--- src/design/lcd_window_pixel_byte_sequencer_macros.svh ---
// ---------------------------------------------------------------------------
// Assertion macros for the LCD window pixel byte sequencer
// Shared concurrent check forms, clocked on clk and disabled in reset.
// ---------------------------------------------------------------------------
`ifndef LCD_WINDOW_PIXEL_BYTE_SEQUENCER_MACROS_SVH
`define LCD_WINDOW_PIXEL_BYTE_SEQUENCER_MACROS_SVH

// same-cycle implication
`define LCDWS_CHECK(label, ante, cons, msg) \
    label: assert property (@(posedge clk) disable iff (!rst_n) (ante) |-> (cons)) \
        else $error(msg);

// next-cycle implication
`define LCDWS_CHECK_NEXT(label, ante, cons, msg) \
    label: assert property (@(posedge clk) disable iff (!rst_n) (ante) |=> (cons)) \
        else $error(msg);

`endif

--- src/design/lcdws_pkg.sv ---
// ---------------------------------------------------------------------------
// lcdws_pkg
// Types and constants shared by the LCD window pixel byte sequencer.
// ---------------------------------------------------------------------------
package lcdws_pkg;

    localparam int unsigned QUEUE_DEPTH = 2;

    localparam logic [15:0] WIDTH_RESET  = 16'd320;
    localparam logic [15:0] HEIGHT_RESET = 16'd480;

    localparam logic [1:0] REG_WIDTH    = 2'd0;
    localparam logic [1:0] REG_HEIGHT   = 2'd1;
    localparam logic [1:0] REG_OFFSET_X = 2'd2;
    localparam logic [1:0] REG_OFFSET_Y = 2'd3;

    localparam logic [1:0] KIND_POINT = 2'd0;
    localparam logic [1:0] KIND_RECT  = 2'd1;
    localparam logic [1:0] KIND_PIXEL = 2'd2;

    localparam logic [7:0] CMD_COLUMN_SET = 8'h2A;
    localparam logic [7:0] CMD_PAGE_SET   = 8'h2B;
    localparam logic [7:0] CMD_MEM_WRITE  = 8'h2C;

    // byte positions in the full point sequence
    localparam logic [3:0] POS_COL_CMD = 4'd0;
    localparam logic [3:0] POS_XA_HI   = 4'd1;
    localparam logic [3:0] POS_XA_LO   = 4'd2;
    localparam logic [3:0] POS_XB_HI   = 4'd3;
    localparam logic [3:0] POS_XB_LO   = 4'd4;
    localparam logic [3:0] POS_PAGE    = 4'd5;
    localparam logic [3:0] POS_YA_HI   = 4'd6;
    localparam logic [3:0] POS_YA_LO   = 4'd7;
    localparam logic [3:0] POS_YB_HI   = 4'd8;
    localparam logic [3:0] POS_YB_LO   = 4'd9;
    localparam logic [3:0] POS_MEMWR   = 4'd10;
    localparam logic [3:0] POS_RED     = 4'd11;
    localparam logic [3:0] POS_GREEN   = 4'd12;
    localparam logic [3:0] POS_BLUE    = 4'd13;

    typedef enum logic [1:0] {
        OP_WIN_PIX,
        OP_WIN,
        OP_PIX
    } op_t;

    typedef struct packed {
        logic [1:0]  kind;
        logic [15:0] x_start;
        logic [15:0] y_start;
        logic [15:0] x_end;
        logic [15:0] y_end;
        logic [15:0] color;
    } req_t;

    typedef struct packed {
        logic [7:0] out_byte;
        logic       is_data;
        logic       last;
    } rsp_t;

    typedef struct packed {
        op_t         op;
        logic [15:0] xa;
        logic [15:0] xb;
        logic [15:0] ya;
        logic [15:0] yb;
        logic [15:0] color;
    } desc_t;

endpackage

--- src/design/lcd_window_pixel_byte_sequencer.sv ---
// ---------------------------------------------------------------------------
// lcd_window_pixel_byte_sequencer
// Turns point, rectangle and pixel requests into display command and data
// bytes, with the window clipped to the panel and shifted by the offsets.
//
//   channel   direction  handshake            payload
//   req       in         req_valid/req_ready  req_t
//   rsp       out        rsp_valid/rsp_ready  rsp_t, one byte per item
//   cfg       in         cfg_we               cfg_index, cfg_data
//
// One byte leaves per cycle unless the output stalls: a pixel makes 3 bytes, a
// rectangle 11, a point 14; the back end byte counter sets this. The
// descriptor queue lets the front accept while bytes drain.
// Reset is asynchronous; panel size resets to 320 by 480, offsets to 0.
// ---------------------------------------------------------------------------
module lcd_window_pixel_byte_sequencer
    import lcdws_pkg::*;
#(
    parameter int unsigned DEPTH = QUEUE_DEPTH
)
(
    input  logic        clk,
    input  logic        rst_n,
    input  logic        cfg_we,
    input  logic [1:0]  cfg_index,
    input  logic [15:0] cfg_data,
    input  logic        req_valid,
    output logic        req_ready,
    input  req_t        req,
    output logic        rsp_valid,
    input  logic        rsp_ready,
    output rsp_t        rsp
);

    logic  q_ready;
    logic  q_push;
    desc_t q_desc;
    logic  q_pop;
    logic  head_valid;
    desc_t head;

    lcdws_front u_front (
        .clk       (clk),
        .rst_n     (rst_n),
        .cfg_we    (cfg_we),
        .cfg_index (cfg_index),
        .cfg_data  (cfg_data),
        .req_valid (req_valid),
        .req_ready (req_ready),
        .req       (req),
        .q_ready   (q_ready),
        .q_push    (q_push),
        .q_desc    (q_desc)
    );

    lcdws_queue #(
        .DEPTH (DEPTH)
    ) u_queue (
        .clk        (clk),
        .rst_n      (rst_n),
        .push       (q_push),
        .push_desc  (q_desc),
        .push_ready (q_ready),
        .pop        (q_pop),
        .head_valid (head_valid),
        .head       (head)
    );

    lcdws_back u_back (
        .clk        (clk),
        .rst_n      (rst_n),
        .head_valid (head_valid),
        .head       (head),
        .pop        (q_pop),
        .rsp_valid  (rsp_valid),
        .rsp_ready  (rsp_ready),
        .rsp        (rsp)
    );

endmodule

--- src/design/lcdws_front.sv ---
// ---------------------------------------------------------------------------
// lcdws_front
// Holds the panel registers, checks points and rectangles, clips rectangles
// and builds the window coordinates that the back end turns into bytes.
// ---------------------------------------------------------------------------
module lcdws_front
    import lcdws_pkg::*;
(
    input  logic        clk,
    input  logic        rst_n,
    input  logic        cfg_we,
    input  logic [1:0]  cfg_index,
    input  logic [15:0] cfg_data,
    input  logic        req_valid,
    output logic        req_ready,
    input  req_t        req,
    input  logic        q_ready,
    output logic        q_push,
    output desc_t       q_desc
);

    logic [15:0] width_reg;
    logic [15:0] height_reg;
    logic [15:0] offset_x_reg;
    logic [15:0] offset_y_reg;

    logic        reject;
    logic        push_ok;
    logic [15:0] x_end_clip;
    logic [15:0] y_end_clip;
    logic [15:0] xa;
    logic [15:0] ya;

    always_ff @(posedge clk or negedge rst_n)
    begin
        if (!rst_n)
        begin
            width_reg    <= WIDTH_RESET;
            height_reg   <= HEIGHT_RESET;
            offset_x_reg <= '0;
            offset_y_reg <= '0;
        end
        else if (cfg_we)
        begin
            unique case (cfg_index)
                REG_WIDTH:    width_reg    <= cfg_data;
                REG_HEIGHT:   height_reg   <= cfg_data;
                REG_OFFSET_X: offset_x_reg <= cfg_data;
                REG_OFFSET_Y: offset_y_reg <= cfg_data;
                default:      ;
            endcase
        end
    end

    always_comb
    begin
        reject     = (req.x_start >= width_reg) || (req.y_start >= height_reg);
        x_end_clip = (req.x_end >= width_reg)  ? width_reg - 16'd1  : req.x_end;
        y_end_clip = (req.y_end >= height_reg) ? height_reg - 16'd1 : req.y_end;
        xa         = req.x_start + offset_x_reg;
        ya         = req.y_start + offset_y_reg;

        q_desc.op    = OP_PIX;
        q_desc.xa    = xa;
        q_desc.ya    = ya;
        q_desc.xb    = x_end_clip + offset_x_reg;
        q_desc.yb    = y_end_clip + offset_y_reg;
        q_desc.color = req.color;
        push_ok      = 1'b0;

        unique case (req.kind)
            KIND_POINT:
            begin
                q_desc.op = OP_WIN_PIX;
                q_desc.xb = xa;
                q_desc.yb = ya;
                push_ok   = !reject;
            end
            KIND_RECT:
            begin
                q_desc.op = OP_WIN;
                push_ok   = !reject;
            end
            KIND_PIXEL:
            begin
                q_desc.op = OP_PIX;
                push_ok   = 1'b1;
            end
            default:
            begin
                push_ok = 1'b0;
            end
        endcase
    end

    // rejected and unused kinds are taken and dropped
    assign req_ready = q_ready;
    assign q_push    = req_valid && q_ready && push_ok;

endmodule

--- src/design/lcdws_queue.sv ---
// ---------------------------------------------------------------------------
// lcdws_queue
// Small FIFO of request descriptors between front and back end.
// ---------------------------------------------------------------------------
module lcdws_queue
    import lcdws_pkg::*;
#(
    parameter int unsigned DEPTH = QUEUE_DEPTH
)
(
    input  logic  clk,
    input  logic  rst_n,
    input  logic  push,
    input  desc_t push_desc,
    output logic  push_ready,
    input  logic  pop,
    output logic  head_valid,
    output desc_t head
);

`include "lcd_window_pixel_byte_sequencer_macros.svh"

    localparam int unsigned PW = (DEPTH > 1) ? $clog2(DEPTH) : 1;
    localparam int unsigned CW = $clog2(DEPTH + 1);

    desc_t           mem_reg [DEPTH];
    logic [PW-1:0]   wr_ptr_reg;
    logic [PW-1:0]   wr_ptr_next;
    logic [PW-1:0]   rd_ptr_reg;
    logic [PW-1:0]   rd_ptr_next;
    logic [CW-1:0]   count_reg;
    logic [CW-1:0]   count_next;

    always_comb
    begin
        wr_ptr_next = wr_ptr_reg;
        rd_ptr_next = rd_ptr_reg;
        count_next  = count_reg;
        if (push)
        begin
            wr_ptr_next = (wr_ptr_reg == PW'(DEPTH - 1)) ? '0 : wr_ptr_reg + 1'b1;
        end
        if (pop)
        begin
            rd_ptr_next = (rd_ptr_reg == PW'(DEPTH - 1)) ? '0 : rd_ptr_reg + 1'b1;
        end
        if (push && !pop)
        begin
            count_next = count_reg + 1'b1;
        end
        else if (pop && !push)
        begin
            count_next = count_reg - 1'b1;
        end
    end

    always_ff @(posedge clk or negedge rst_n)
    begin
        if (!rst_n)
        begin
            wr_ptr_reg <= '0;
            rd_ptr_reg <= '0;
            count_reg  <= '0;
        end
        else
        begin
            wr_ptr_reg <= wr_ptr_next;
            rd_ptr_reg <= rd_ptr_next;
            count_reg  <= count_next;
        end
    end

    always_ff @(posedge clk)
    begin
        if (push)
        begin
            mem_reg[wr_ptr_reg] <= push_desc;
        end
    end

    assign push_ready = (count_reg != CW'(DEPTH));
    assign head_valid = (count_reg != '0);
    assign head       = mem_reg[rd_ptr_reg];

    `LCDWS_CHECK(a_no_underflow, pop, count_reg != '0, "queue pop while empty")
    `LCDWS_CHECK(a_no_overflow, push, count_reg != CW'(DEPTH), "queue push while full")

endmodule

--- src/design/lcdws_back.sv ---
// ---------------------------------------------------------------------------
// lcdws_back
// Walks the head descriptor into a registered output, one byte per cycle unless stalled.
// ---------------------------------------------------------------------------
module lcdws_back
    import lcdws_pkg::*;
(
    input  logic  clk,
    input  logic  rst_n,
    input  logic  head_valid,
    input  desc_t head,
    output logic  pop,
    output logic  rsp_valid,
    input  logic  rsp_ready,
    output rsp_t  rsp
);

`include "lcd_window_pixel_byte_sequencer_macros.svh"

    logic [3:0] pos_reg;
    logic [3:0] pos_next;
    logic       busy_reg;
    logic       busy_next;
    logic       rsp_valid_reg;
    logic       rsp_valid_next;
    rsp_t       rsp_reg;
    rsp_t       rsp_next;

    logic [3:0] pos;
    logic       advance;

    always_comb
    begin
        pos     = busy_reg ? pos_reg : ((head.op == OP_PIX) ? POS_RED : POS_COL_CMD);
        advance = head_valid && (!rsp_valid_reg || rsp_ready);

        rsp_next.is_data = 1'b1;
        case (pos)
            POS_COL_CMD: begin rsp_next.out_byte = CMD_COLUMN_SET; rsp_next.is_data = 1'b0; end
            POS_XA_HI:   rsp_next.out_byte = head.xa[15:8];
            POS_XA_LO:   rsp_next.out_byte = head.xa[7:0];
            POS_XB_HI:   rsp_next.out_byte = head.xb[15:8];
            POS_XB_LO:   rsp_next.out_byte = head.xb[7:0];
            POS_PAGE:    begin rsp_next.out_byte = CMD_PAGE_SET; rsp_next.is_data = 1'b0; end
            POS_YA_HI:   rsp_next.out_byte = head.ya[15:8];
            POS_YA_LO:   rsp_next.out_byte = head.ya[7:0];
            POS_YB_HI:   rsp_next.out_byte = head.yb[15:8];
            POS_YB_LO:   rsp_next.out_byte = head.yb[7:0];
            POS_MEMWR:   begin rsp_next.out_byte = CMD_MEM_WRITE; rsp_next.is_data = 1'b0; end
            POS_RED:     rsp_next.out_byte = {head.color[15:11], 3'b000};
            POS_GREEN:   rsp_next.out_byte = {head.color[10:5], 2'b00};
            POS_BLUE:    rsp_next.out_byte = {head.color[4:0], 3'b000};
            default:     rsp_next.out_byte = '0;
        endcase
        rsp_next.last = (pos == POS_BLUE) || ((pos == POS_MEMWR) && (head.op == OP_WIN));

        pop       = advance && rsp_next.last;
        pos_next  = pos_reg;
        busy_next = busy_reg;
        if (advance)
        begin
            pos_next  = pos + 4'd1;
            busy_next = !rsp_next.last;
        end

        if (advance)
        begin
            rsp_valid_next = 1'b1;
        end
        else if (rsp_ready)
        begin
            rsp_valid_next = 1'b0;
        end
        else
        begin
            rsp_valid_next = rsp_valid_reg;
        end
    end

    always_ff @(posedge clk or negedge rst_n)
    begin
        if (!rst_n)
        begin
            pos_reg       <= '0;
            busy_reg      <= 1'b0;
            rsp_valid_reg <= 1'b0;
        end
        else
        begin
            pos_reg       <= pos_next;
            busy_reg      <= busy_next;
            rsp_valid_reg <= rsp_valid_next;
        end
    end

    always_ff @(posedge clk)
    begin
        if (advance)
        begin
            rsp_reg <= rsp_next;
        end
    end

    assign rsp_valid = rsp_valid_reg;
    assign rsp       = rsp_reg;

    `LCDWS_CHECK(a_busy_has_head, busy_reg, head_valid, "sequencing without a descriptor")
    `LCDWS_CHECK_NEXT(a_pop_sends_last, pop, rsp_valid_reg && rsp_reg.last,
        "descriptor retired without a last byte")

endmodule
--- config.mk ---
export PLATFORM = sky130hd
export DESIGN_NAME = lcd_window_pixel_byte_sequencer
export DESIGN_NICKNAME = d
export VERILOG_FILES = /design/src/design/lcdws_pkg.sv /design/src/design/lcd_window_pixel_byte_sequencer.sv /design/src/design/lcdws_front.sv /design/src/design/lcdws_queue.sv /design/src/design/lcdws_back.sv
export VERILOG_INCLUDE_DIRS = /design/src /design/src/design
export SDC_FILE = /design/constraint.sdc
export NUM_CORES = 1
export LEC_CHECK = 0
export BUFFER_PORTS_ARGS = -buffer_cell sky130_fd_sc_hd__clkbuf_2
export CORE_MARGIN = 3
export CORE_UTILIZATION = 55
export CTS_CLUSTER_DIAMETER = 50
export CTS_CLUSTER_SIZE = 10
export DETAILED_ROUTE_END_ITERATION = 10
export HOLD_SLACK_MARGIN = 0.02
export PLACE_DENSITY_LB_ADDON = 0.2
export SYNTH_ARGS = -nofsm -noshare
export SYNTH_HDL_FRONTEND = slang
export SYNTH_SLANG_ARGS = --single-unit
--- constraint.sdc ---
create_clock -name clk -period 8.5 [get_ports clk]
set_input_delay 2.55 -clock clk [delete_from_list [all_inputs] [get_ports clk]]
set_output_delay 2.55 -clock clk [all_outputs]
set_load 0.1 [all_outputs]
# After elaboration in Yosys (flattened, before gate mapping)
# Memory sizes are Yosys's and may differ from the RTL's.
# Cells that the tools add are included.
classes:
  addsub: 11
  mul: 0
  div_mod_pow: 0
  n_lt_le_gt_ge: 4
  eq_ne: 21
  shift: 0
  n_mux: 18
  n_bitwise: 0
  reduce_logical: 27
op_table:
  columns: ["operator", "n"]
  rows:
  - ["one-hot mux 8 bit (14 select lines)", 1]
  - ["adder 16 bit", 4]
  - [">= comparator 16 bit", 4]
  - ["two-way mux 16 bit", 4]
  - ["subtractor 16 x 1 -> 16 bit, second input constant", 2]
  - ["== test 4 bit, second input constant", 6]
  - ["== test 4 x 3 -> 1 bit, second input constant", 4]
  - ["== test 2 bit, second input constant", 4]
  - ["== test 4 x 2 -> 1 bit, second input constant", 2]
  - ["two-way mux 4 bit", 2]
  - ["AND reduction 2 bit", 4]
  - ["logical AND 1 bit", 7]
  - ["two-way mux 1 bit", 7]
  - ["== test 2 x 1 -> 1 bit, second input constant", 3]
  - ["nonzero test 2 bit", 3]
  - ["zero test 1 bit", 5]
  - ["adder 4 x 1 -> 4 bit, second input constant", 1]
  - ["== test 4 x 1 -> 1 bit, second input constant", 1]
  - ["zero test 2 bit", 2]
  - ["zero test 4 bit", 1]
  - ["two-way mux 2 bit", 2]
  - ["one-hot mux 2 bit (2 select lines)", 1]
  - ["logical OR 1 bit", 3]
  - ["OR reduction 3 bit", 1]
  - ["6 further kinds", 7]
word_totals:
  ff_bits: 84
  latch_bits: 0
  ram_bits: 164
  mem_bits_ro: 0
  inputBits: 105
  output_inout_bits: 12
  wordCells: 95
  mem_count: 1
memory_table:
  columns: ["name", "words", "width", "read_ports", "rd_ports_with_merged_regs", "write_ports", "line_no", "source"]
  rows:
  - ["u_queue.mem_reg", 2, 82, 1, 0, 1, "lcdws_queue.sv:26", "desc_t mem_reg [DEPTH];"]

# Depth between registers and ports, before layout
# Gate-level depths: netlist of the first run.
# An unclocked memory read counts as a cell.
depth:
  ltp_word: 11
  depth_mapped: 22
  mapped_depth_nobuf: 21

# Cells and area by module
# From an unflattened synthesis of the first run, not the netlist that was laid out.
unflattened:
  cells_unflattened: 1311
  area_unflattened_um2: 15443.6
by_module_without_submodules:
  columns: ["module", "n_inst", "cells_each", "area_each_um2", "seq_area_each_um2"]
  rows:
  - ["lcdws_front", 1, 896, 7658.6, 1609.0]
  - ["lcdws_queue", 1, 271, 6456.2, 5024.8]
  - ["lcdws_back", 1, 144, 1328.8, 450.4]

# Least setup slack after synthesis of the first run
# No wires, ideal clock.
synth_path:
  kind: "in2reg"
  startpoint: "in req[64] (netlist bit)"
  endpoint: "mem u_queue.mem_reg[0][0] (netlist bit), enable pin"
  setup_ps: 533
  arrival_time_ps: 7831
  required_time_ps: 7967
  setup_slack_ps: 136
  stages: 11
  n_path_buf: 0
  cell_sequence: "inv_1 -> ha_1 -> nand2b_1 -> a21o_1 -> a21o_1 -> a21o_1 -> a21o_1 -> a21oi_1 -> o21ai_0 -> o21ai_0 -> nor2b_1"
synth_via:
  elab_chain_cells: 7
synth_lines:
  columns: ["item", "line_no", "source"]
  rows:
  - ["start, declared", "lcd_window_pixel_byte_sequencer.sv:29", "input req_t req,"]
  - [">= comparator 16 bit", "lcdws_front.sv:57", "reject = (req.x_start >= width_reg) || (req.y_start >= height_reg);"]
  - ["logical OR 1 bit", "lcdws_front.sv:57", null]
  - ["zero test 1 bit", "lcdws_front.sv:77, lcdws_front.sv:82", null]
  - ["one-hot mux 1 bit (2 select lines)", "lcdws_front.sv:71", "unique case (req.kind)"]
  - ["logical AND 1 bit", "lcdws_front.sv:98", "assign q_push = req_valid && q_ready && push_ok;"]
  - ["net q_push", "lcd_window_pixel_byte_sequencer.sv:36", "logic q_push;"]
  - ["two-way mux 1 bit", "lcdws_queue.sv:75", "if (push)"]
  - ["two-way mux 1 bit (implied by the code)", "lcdws_queue.sv:77", "mem_reg[wr_ptr_reg] <= push_desc;"]
  - ["end, declared", "lcdws_queue.sv:26", null]
# The timed path passes the listed nets, and every way through them passes these cells.

==> qor.yml, run 1 <==
power_and_ir_drop:
  combPwrFrac: 0.417
  p_int_mw: 3.34
  clkPwrFrac: 0.251
  powerDensity_mw_per_mm2: 327
  finalPower_mw: 5.47
  ir_drop_mv: 0.180
  p_seq_frac: 0.332
  switching_share: 0.390
  switchingPower_mw: 2.14
  p_leak_nw: 6.92
drt:
  postRouteAntennaNets: 0
  vias: 10900
  wl_um: 38300
  post-route-drc-count: 0
  dr.pass1.iters: 7
  first_iter_violations: 884
  wl_per_cell_um: 21.3
  via_per_inst: 6.08
yosys:
  ys_ff_latch: 248
  synth_area_mm2: 0.0147
  synth_xor_area_frac: 0.0499
  yosys_warnings: 0
  synthCells: 1325
  yosys.area_share.adder: 0.122
  synth-compound-area-share: 0.138
  synth_edf_count: 174
  synth_top_family_by_area: "compound AO/OA/AOI/OAI gates"
  synth.area.mux_share: 0.0741
  synth_area_per_cell_um2: 11.1
  synth.distinct_cells: 72
  yosysSeqAreaShare: 0.481
  synth.net_count: 1571
  async_flop_share: 0.298
  synthFlopType: "edfxtp_1"
  synth_simple_gate_area_share: 0.108
sta:
  drv_slew: 0
  fmax_mhz: 140
  fin_skew_ns: 0.0195
  setup-tns-final_ns: 0
  setup_viol: 0
  maxSlewHeadroom: 0.242
  finalCritPeriodShare: 0.840
  hold_violations: 0
  rsz0062_at_grt: "no"
  worst_slew_pin_slew_ns: 1.14
  min_period_ns: 7.14
global_route:
  grt_pass1_vias: 10600
  antenna_found_initial: 0
  grt_usage: 0.264
  overflow: 0
  grt_max_degree: 83
  grt_first_pass_wirelength_um: 58600
critical_path:
  cp_max_fo: 8
  startpoint_type: "primary input"
  arrival_ns: 7.38
  critical_path_class: "in -> reg"
  cp.required_ns: 8.75
  end_kind: "register"
clock_network:
  cts_tree: "yes"
  cts_resized: 0
  cts_sinks: 248
  clock_latency_ns: 0.51
  htree_levels: 2
  cts.path.max_buffers: 3
  clock-root-buffer: "clkbuf_16"
  postCtsSetupBuffers: 0
  cts_made_buffers: 35
  clkTransAtPathRegs_ns: 0.05
  hold_buffers: 0
placed_design:
  gp_congestion: 0.892
  port_buffers: 116
  dpl.hpwl_um: 28900
finish:
  final_nets: 1689
  n_antenna_cell: 0
  n_fill_cell: 2059
  area_growth_pct: 13.8
  drive_above_1_share: 0.180
  largest_reg_flops: 164
run_status:
  status: "finished clean"
worst_hold_path:
  min_path_type: "reg -> reg"
die:
  num_rows: 59
  dieArea_mm2: 0.0288
  die_w_um: 170
  die_h_um: 170
  core-area_mm2: 0.0262
  ios: 117
  initial_core_util: 0.562
flow_run:
  max_cap_viol_count: 0
-- per-stage QoR --
stage	cells	util	instance area (µm²)	hold WS (ns)	setup slack, ns
floorplan	1325	-	14700	0.455	0.136
global placement	1741	0.597	15600	0.483	1.08
detailed placement	1741	0.597	15600	0.492	0.937
CTS	1800	0.639	16700	0.499	1.45
global route	1800	0.639	16700	0.509	1.04
finish	1800	0.639	16700	0.499	1.36
-- routing by layer --
layer | up-vias | wire length (µm) | global-route usage
met4 | 0 | 1420 | 0.0903
met1 | 5254 | 17000 | 0.377
met5 | - | 0 | 0
met2 | 413 | 17300 | 0.417
li1 | 5187 | - | -
met3 | 89 | 2560 | 0.0384
-- cell usage in the layout (no fill, tap or decap), types with 7 or more instances in the layout --
cell type / instances
a211oi_1: 10
a21o_1: 29
a21oi_1: 102
a221oi_1: 11
a22oi_1: 16
a31oi_1: 10
and3_1: 10
buf_4: 7
clkbuf_1: 8
clkbuf_16: 36
clkbuf_2: 115
dfrtp_1: 67
edfxtp_1: 174
ha_1: 137
inv_1: 65
mux2_2: 68
mux2i_1: 31
nand2_1: 88
nand2b_1: 13
nand3_1: 24
nand4_1: 17
nor2_1: 95
nor2b_1: 18
nor3_1: 28
o21ai_0: 71
o21bai_1: 10
xnor2_1: 57
xor2_1: 25
-- critical path, cell delays in order --
cell,delay [ns]
clkbuf_2,0.09
inv_1,0.04
ha_1,0.28
nand2b_1,0.14
a21o_1,0.18
a211o_1,0.29
a211oi_1,0.20
nor3_1,0.12
or2_2,0.39
nor2_1,0.11
a21oi_1,0.06
ha_1,0.24
fa_1,0.41
a21o_1,0.18
a21oi_1,0.21
nor2_1,0.08
a211oi_1,0.41
o21ai_0,0.23
o41ai_1,0.51
o21ai_0,0.21
xor2_1,0.17
mux2_2,0.28
-- area by class of cell --
cell class | count | area (µm²) | share of cell area
clock buffers | 47 | 972 | 0.0580
clock inverters | 12 | 130 | 0.00777
inverters | 65 | 244 | 0.0146
multi-input cells | 971 | 7270 | 0.434
flip-flops and latches | 248 | 7090 | 0.423
well taps | 335 | 419 | 0.0250
repair buffers | 122 | 628 | 0.0375
-- synthesized netlist by cell type, types with 4 or more instances --
cell,count,share of area
mux2_2,68,0.052
xor2_1,25,0.015
and2_1,4,0.0017
a31oi_1,10,0.0043
fa_1,4,0.0054
a211oi_1,10,0.0051
nand2_1,88,0.022
inv_1,65,0.017
nor2_1,96,0.024
a221oi_1,11,0.0065
xnor2_1,57,0.034
and4_1,4,0.0024
nand4_1,17,0.0072
ha_1,137,0.12
o21a_1,5,0.0026
o21bai_1,10,0.0051
a211o_1,4,0.0024
dfrtp_1,68,0.12
a21o_1,29,0.015
nor3_1,28,0.0095
dfstp_2,6,0.011
nor4_1,6,0.0026
nand2b_1,13,0.0055
buf_1,4,0.0010
clkbuf_1,36,0.0092
edfxtp_1,174,0.36
o21ai_0,71,0.024
nor2b_1,19,0.0081
a21oi_1,103,0.035
o22ai_1,6,0.0026
a222oi_1,6,0.0041
and3_1,10,0.0043
a22oi_1,16,0.0082
o211ai_1,5,0.0026
nand3_1,24,0.0082
mux2i_1,31,0.021
-- power by group through the flow --
stage	Clock (mW)	Combinational (mW)	Sequential [mW]
2_1_floorplan	0	1.48	1.97
3_3_place_gp	0	2.18	1.83
3_5_place_dp	0	2.24	1.84
4_1_cts	1.40	2.25	1.82
5_1_grt	1.44	2.48	1.84
6_report	1.37	2.28	1.82
-- path summary, 6_finish.rpt --
| kind | start | to | slack (ns) | depth (start not counted) |
|---|---|---|---|---|
| worst max-delay path | req[32] | u_queue.mem_reg[0][62] | 1.36 | 22 |
| worst min-delay path | u_queue.count_reg[1] | u_queue.count_reg[1] | 0.50 | 1 |
| worst max register to register | u_front.width_reg[0] | u_queue.mem_reg[0][62] | 2.99 | 20 |
| worst min register to register | u_queue.count_reg[1] | u_queue.count_reg[1] | 0.50 | 1 |
| max in group asynchronous | rst_n | u_front.offset_x_reg[8] | 5.62 | 1 |
| min in group asynchronous | rst_n | u_back.pos_reg[3] | 2.16 | 1 |
-- cells by family after synthesis --
group	count (synthesis)
mux	100
fa+ha+maj	141
simple gates	329
xor+xnor	83
compound gates	318
flops	248
buf+inv	106
Power figures use the tool's default switching activity.
==> inputs of run 2 (changes only) <==
clock period = 6.4 ns   (was 8.5 ns; I/O delays follow)
==> run 2 against run 1 <==
Compared with the run above: cell count increased by 0.78%; setup slack got worse by 0.94 ns; clock skew about the same; total power is 35% higher; critical path type unchanged.
==> qor.yml, run 2 (synthesis gave the netlist of run 1 again) <==
power_and_ir_drop:
  powerDensity_mw_per_mm2: 435  # was 327 mW/mm²
  p_seq_frac: 0.324  # was 0.332
  p_int_mw: 4.49  # was 3.34 mW
  combPwrFrac: 0.421  # was 0.417
  p_leak_nw: 7.01  # was 6.92 nW
  finalPower_mw: 7.36  # was 5.47 mW
  switchingPower_mw: 2.87  # was 2.14 mW
  clkPwrFrac: 0.255  # was 0.251
  ir_drop_mv: 0.220  # was 0.180 mV
  switching_share: 0.390  # about the same
sta:
  rsz0062_at_grt: "no"  # unchanged
  setup_viol: 0  # unchanged
  layout_setup_ws_ns: 0.421  # was 1.36 ns
  fin_skew_ns: 0.0200  # was 0.0195 ns
  min_period_ns: 5.98
  finalCritPeriodShare: 0.934
  maxSlewHeadroom: 0.265  # was 0.242
  setup-tns-final_ns: 0  # unchanged
  worst_slew_pin_slew_ns: 1.10  # was 1.14 ns
  hold_violations: 0  # unchanged
  fmax_mhz: 167
  drv_slew: 0  # unchanged
finish:
  fin_cells: 1814  # was 1,800
  final_common_cell: "edfxtp_1"  # unchanged
  largest_reg_flops: 164  # unchanged
  area_growth_pct: 14.9  # was 13.8%
  drive_above_1_share: 0.191  # was 0.180
  n_antenna_cell: 0  # unchanged
  multi_input_area_mm2: 0.00727  # about the same
  most-common-layout-cells: "174 x edfxtp_1, 137 x ha_1, 115 x clkbuf_2, 102 x a21oi_1, 96 x nor2_1"  # was 174 x edfxtp_1, 137 x ha_1, 115 x clkbuf_2, 102 x a21oi_1, 95 x nor2_1
  seqCellArea_mm2: 0.00709  # unchanged
  final_nets: 1702  # was 1,689
  n_fill_cell: 2083  # was 2,059
critical_path:
  path_depth: 22  # unchanged
  cp_top_family: "compound AO/OA/AOI/OAI gates"  # unchanged
  startpoint_type: "primary input"  # unchanged
  cp_num_buf_inv: 2  # unchanged
  end_kind: "register"  # unchanged
  slowest_delay_ns: 0.42  # was 0.51 ns
  crit_chain: "clkbuf_2 -> inv_1 -> ha_1 -> nand2b_1 -> a21o_1 -> a211o_1 -> a211oi_1 -> nor3_1 -> or2_2 -> nor2_1 -> a21oi_1 -> ha_1 -> fa_1 -> a21o_1 -> a21oi_1 -> nor2_1 -> a211oi_1 -> o21ai_0 -> o41ai_2 -> o21ai_0 -> xor2_1 -> mux2_2"  # was clkbuf_2 -> inv_1 -> ha_1 -> nand2b_1 -> a21o_1 -> a211o_1 -> a211oi_1 -> nor3_1 -> or2_2 -> nor2_1 -> a21oi_1 -> ha_1 -> fa_1 -> a21o_1 -> a21oi_1 -> nor2_1 -> a211oi_1 -> o21ai_0 -> o41ai_1 -> o21ai_0 -> xor2_1 -> mux2_2
  r2r_cells: 20  # unchanged
  r2r_setup_slack_ns: 1.41  # was 2.99 ns
  cp_max_fo: 4  # was 8
  cp.required_ns: 6.65  # was 8.75 ns
  arrival_ns: 6.23  # was 7.38 ns
  startpoint: "req[32]"  # unchanged
  regToRegStartpoint: "u_front.width_reg[0]"  # unchanged
  critical_path_class: "in -> reg"  # unchanged
  cp_slowest_cell: "fa_1"  # was o41ai_1
drt:
  vias: 11000  # was 10,900
  wl_um: 38400  # was 38,300 µm
  wl_per_cell_um: 21.1  # was 21.3 µm
  via_per_inst: 6.04  # was 6.08
  dr.pass1.iters: 8  # was 7
  post-route-drc-count: 0  # unchanged
  postRouteAntennaNets: 0  # unchanged
  first_iter_violations: 1015  # was 884
global_route:
  grt_usage: 0.262  # was 0.264
  grt_first_pass_wirelength_um: 58100  # was 58,600 µm
  antenna_found_initial: 0  # unchanged
  grt_pass1_vias: 10500  # was 10,600
  grt_max_degree: 83  # unchanged
  overflow: 0  # unchanged
clock_network:
  cts_resized: 0  # unchanged
  clock_latency_ns: 0.52  # was 0.51 ns
  hold_buffers: 0  # unchanged
  htree_levels: 2  # unchanged
  clkTransAtPathRegs_ns: 0.05  # about the same
  clock-root-buffer: "clkbuf_16"  # unchanged
  cts_tree: "yes"  # unchanged
  cts_sinks: 248  # unchanged
  cts.path.max_buffers: 3  # unchanged
  postCtsSetupBuffers: 0  # unchanged
  cts_made_buffers: 36  # was 35
die:
  initial_core_util: 0.562  # unchanged
  core-area_mm2: 0.0262  # unchanged
  ios: 117  # unchanged
  dieArea_mm2: 0.0288  # unchanged
  die_h_um: 170  # unchanged
  die_w_um: 170  # unchanged
  num_rows: 59  # unchanged
placed_design:
  numPlacedInstances: 1753  # was 1,741
  place_ws_ns: -0.0841  # was 0.937 ns
  port_buffers: 116  # unchanged
  gp_congestion: 0.930  # was 0.892
  dpl.hpwl_um: 28900  # about the same
worst_hold_path:
  hold_path_depth: 1  # unchanged
  min_path_type: "reg -> reg"  # unchanged
  hold_path.startpoint: "u_queue.count_reg[1]"  # unchanged
flow_run:
  max_cap_viol_count: 0  # unchanged
run_status:
  status: "finished clean"  # unchanged
[run 2: final cells by class]
cell class,instances,area share
clock buffer,47,0.0575
sequential,248,0.419
tap,335,0.0248
multi-input combinational,971,0.430
inverter,65,0.0144
clock inverter,14,0.0101
timing repair buffer,134,0.0440
[run 2: routing by layer]
layer	up-vias	wire length, µm	global-route usage
li1	5202	-	-
met1	5247	17200	0.381
met2	441	17100	0.404
met3	73	2590	0.0347
met4	0	1480	0.101
met5	-	0	0
[run 2: path summary, 6_finish.rpt]
kind / end
min in group asynchronous: u_queue.rd_ptr_reg
worst min-delay path: u_queue.count_reg[1]
worst max register to register: u_queue.mem_reg[0][62]
worst min register to register: u_queue.count_reg[1]
worst max-delay path: u_queue.mem_reg[0][62]
max in group asynchronous: u_front.height_reg[1]
[run 2: through the flow]
step / instance area [µm²] / util / hold slack, ns
3_5_place_dp: 15800 / 0.602 / 0.501
4_1_cts: 16900 / 0.645 / 0.509
3_3_place_gp: 15800 / 0.602 / 0.482
2_1_floorplan: 14700 / - / 0.464
6_report: 16900 / 0.645 / 0.498
5_1_grt: 16900 / 0.645 / 0.527
[run 2: power groups by stage]
| stage | Clock (mW) | Combinational [mW] | Sequential, mW |
|---|---|---|---|
| 2_1_floorplan | 0 | 1.97 | 2.61 |
| 3_3_place_gp | 0 | 2.98 | 2.40 |
| 3_5_place_dp | 0 | 3.05 | 2.41 |
| 4_1_cts | 1.90 | 3.07 | 2.38 |
| 5_1_grt | 1.97 | 3.38 | 2.41 |
| 6_report | 1.88 | 3.10 | 2.38 |
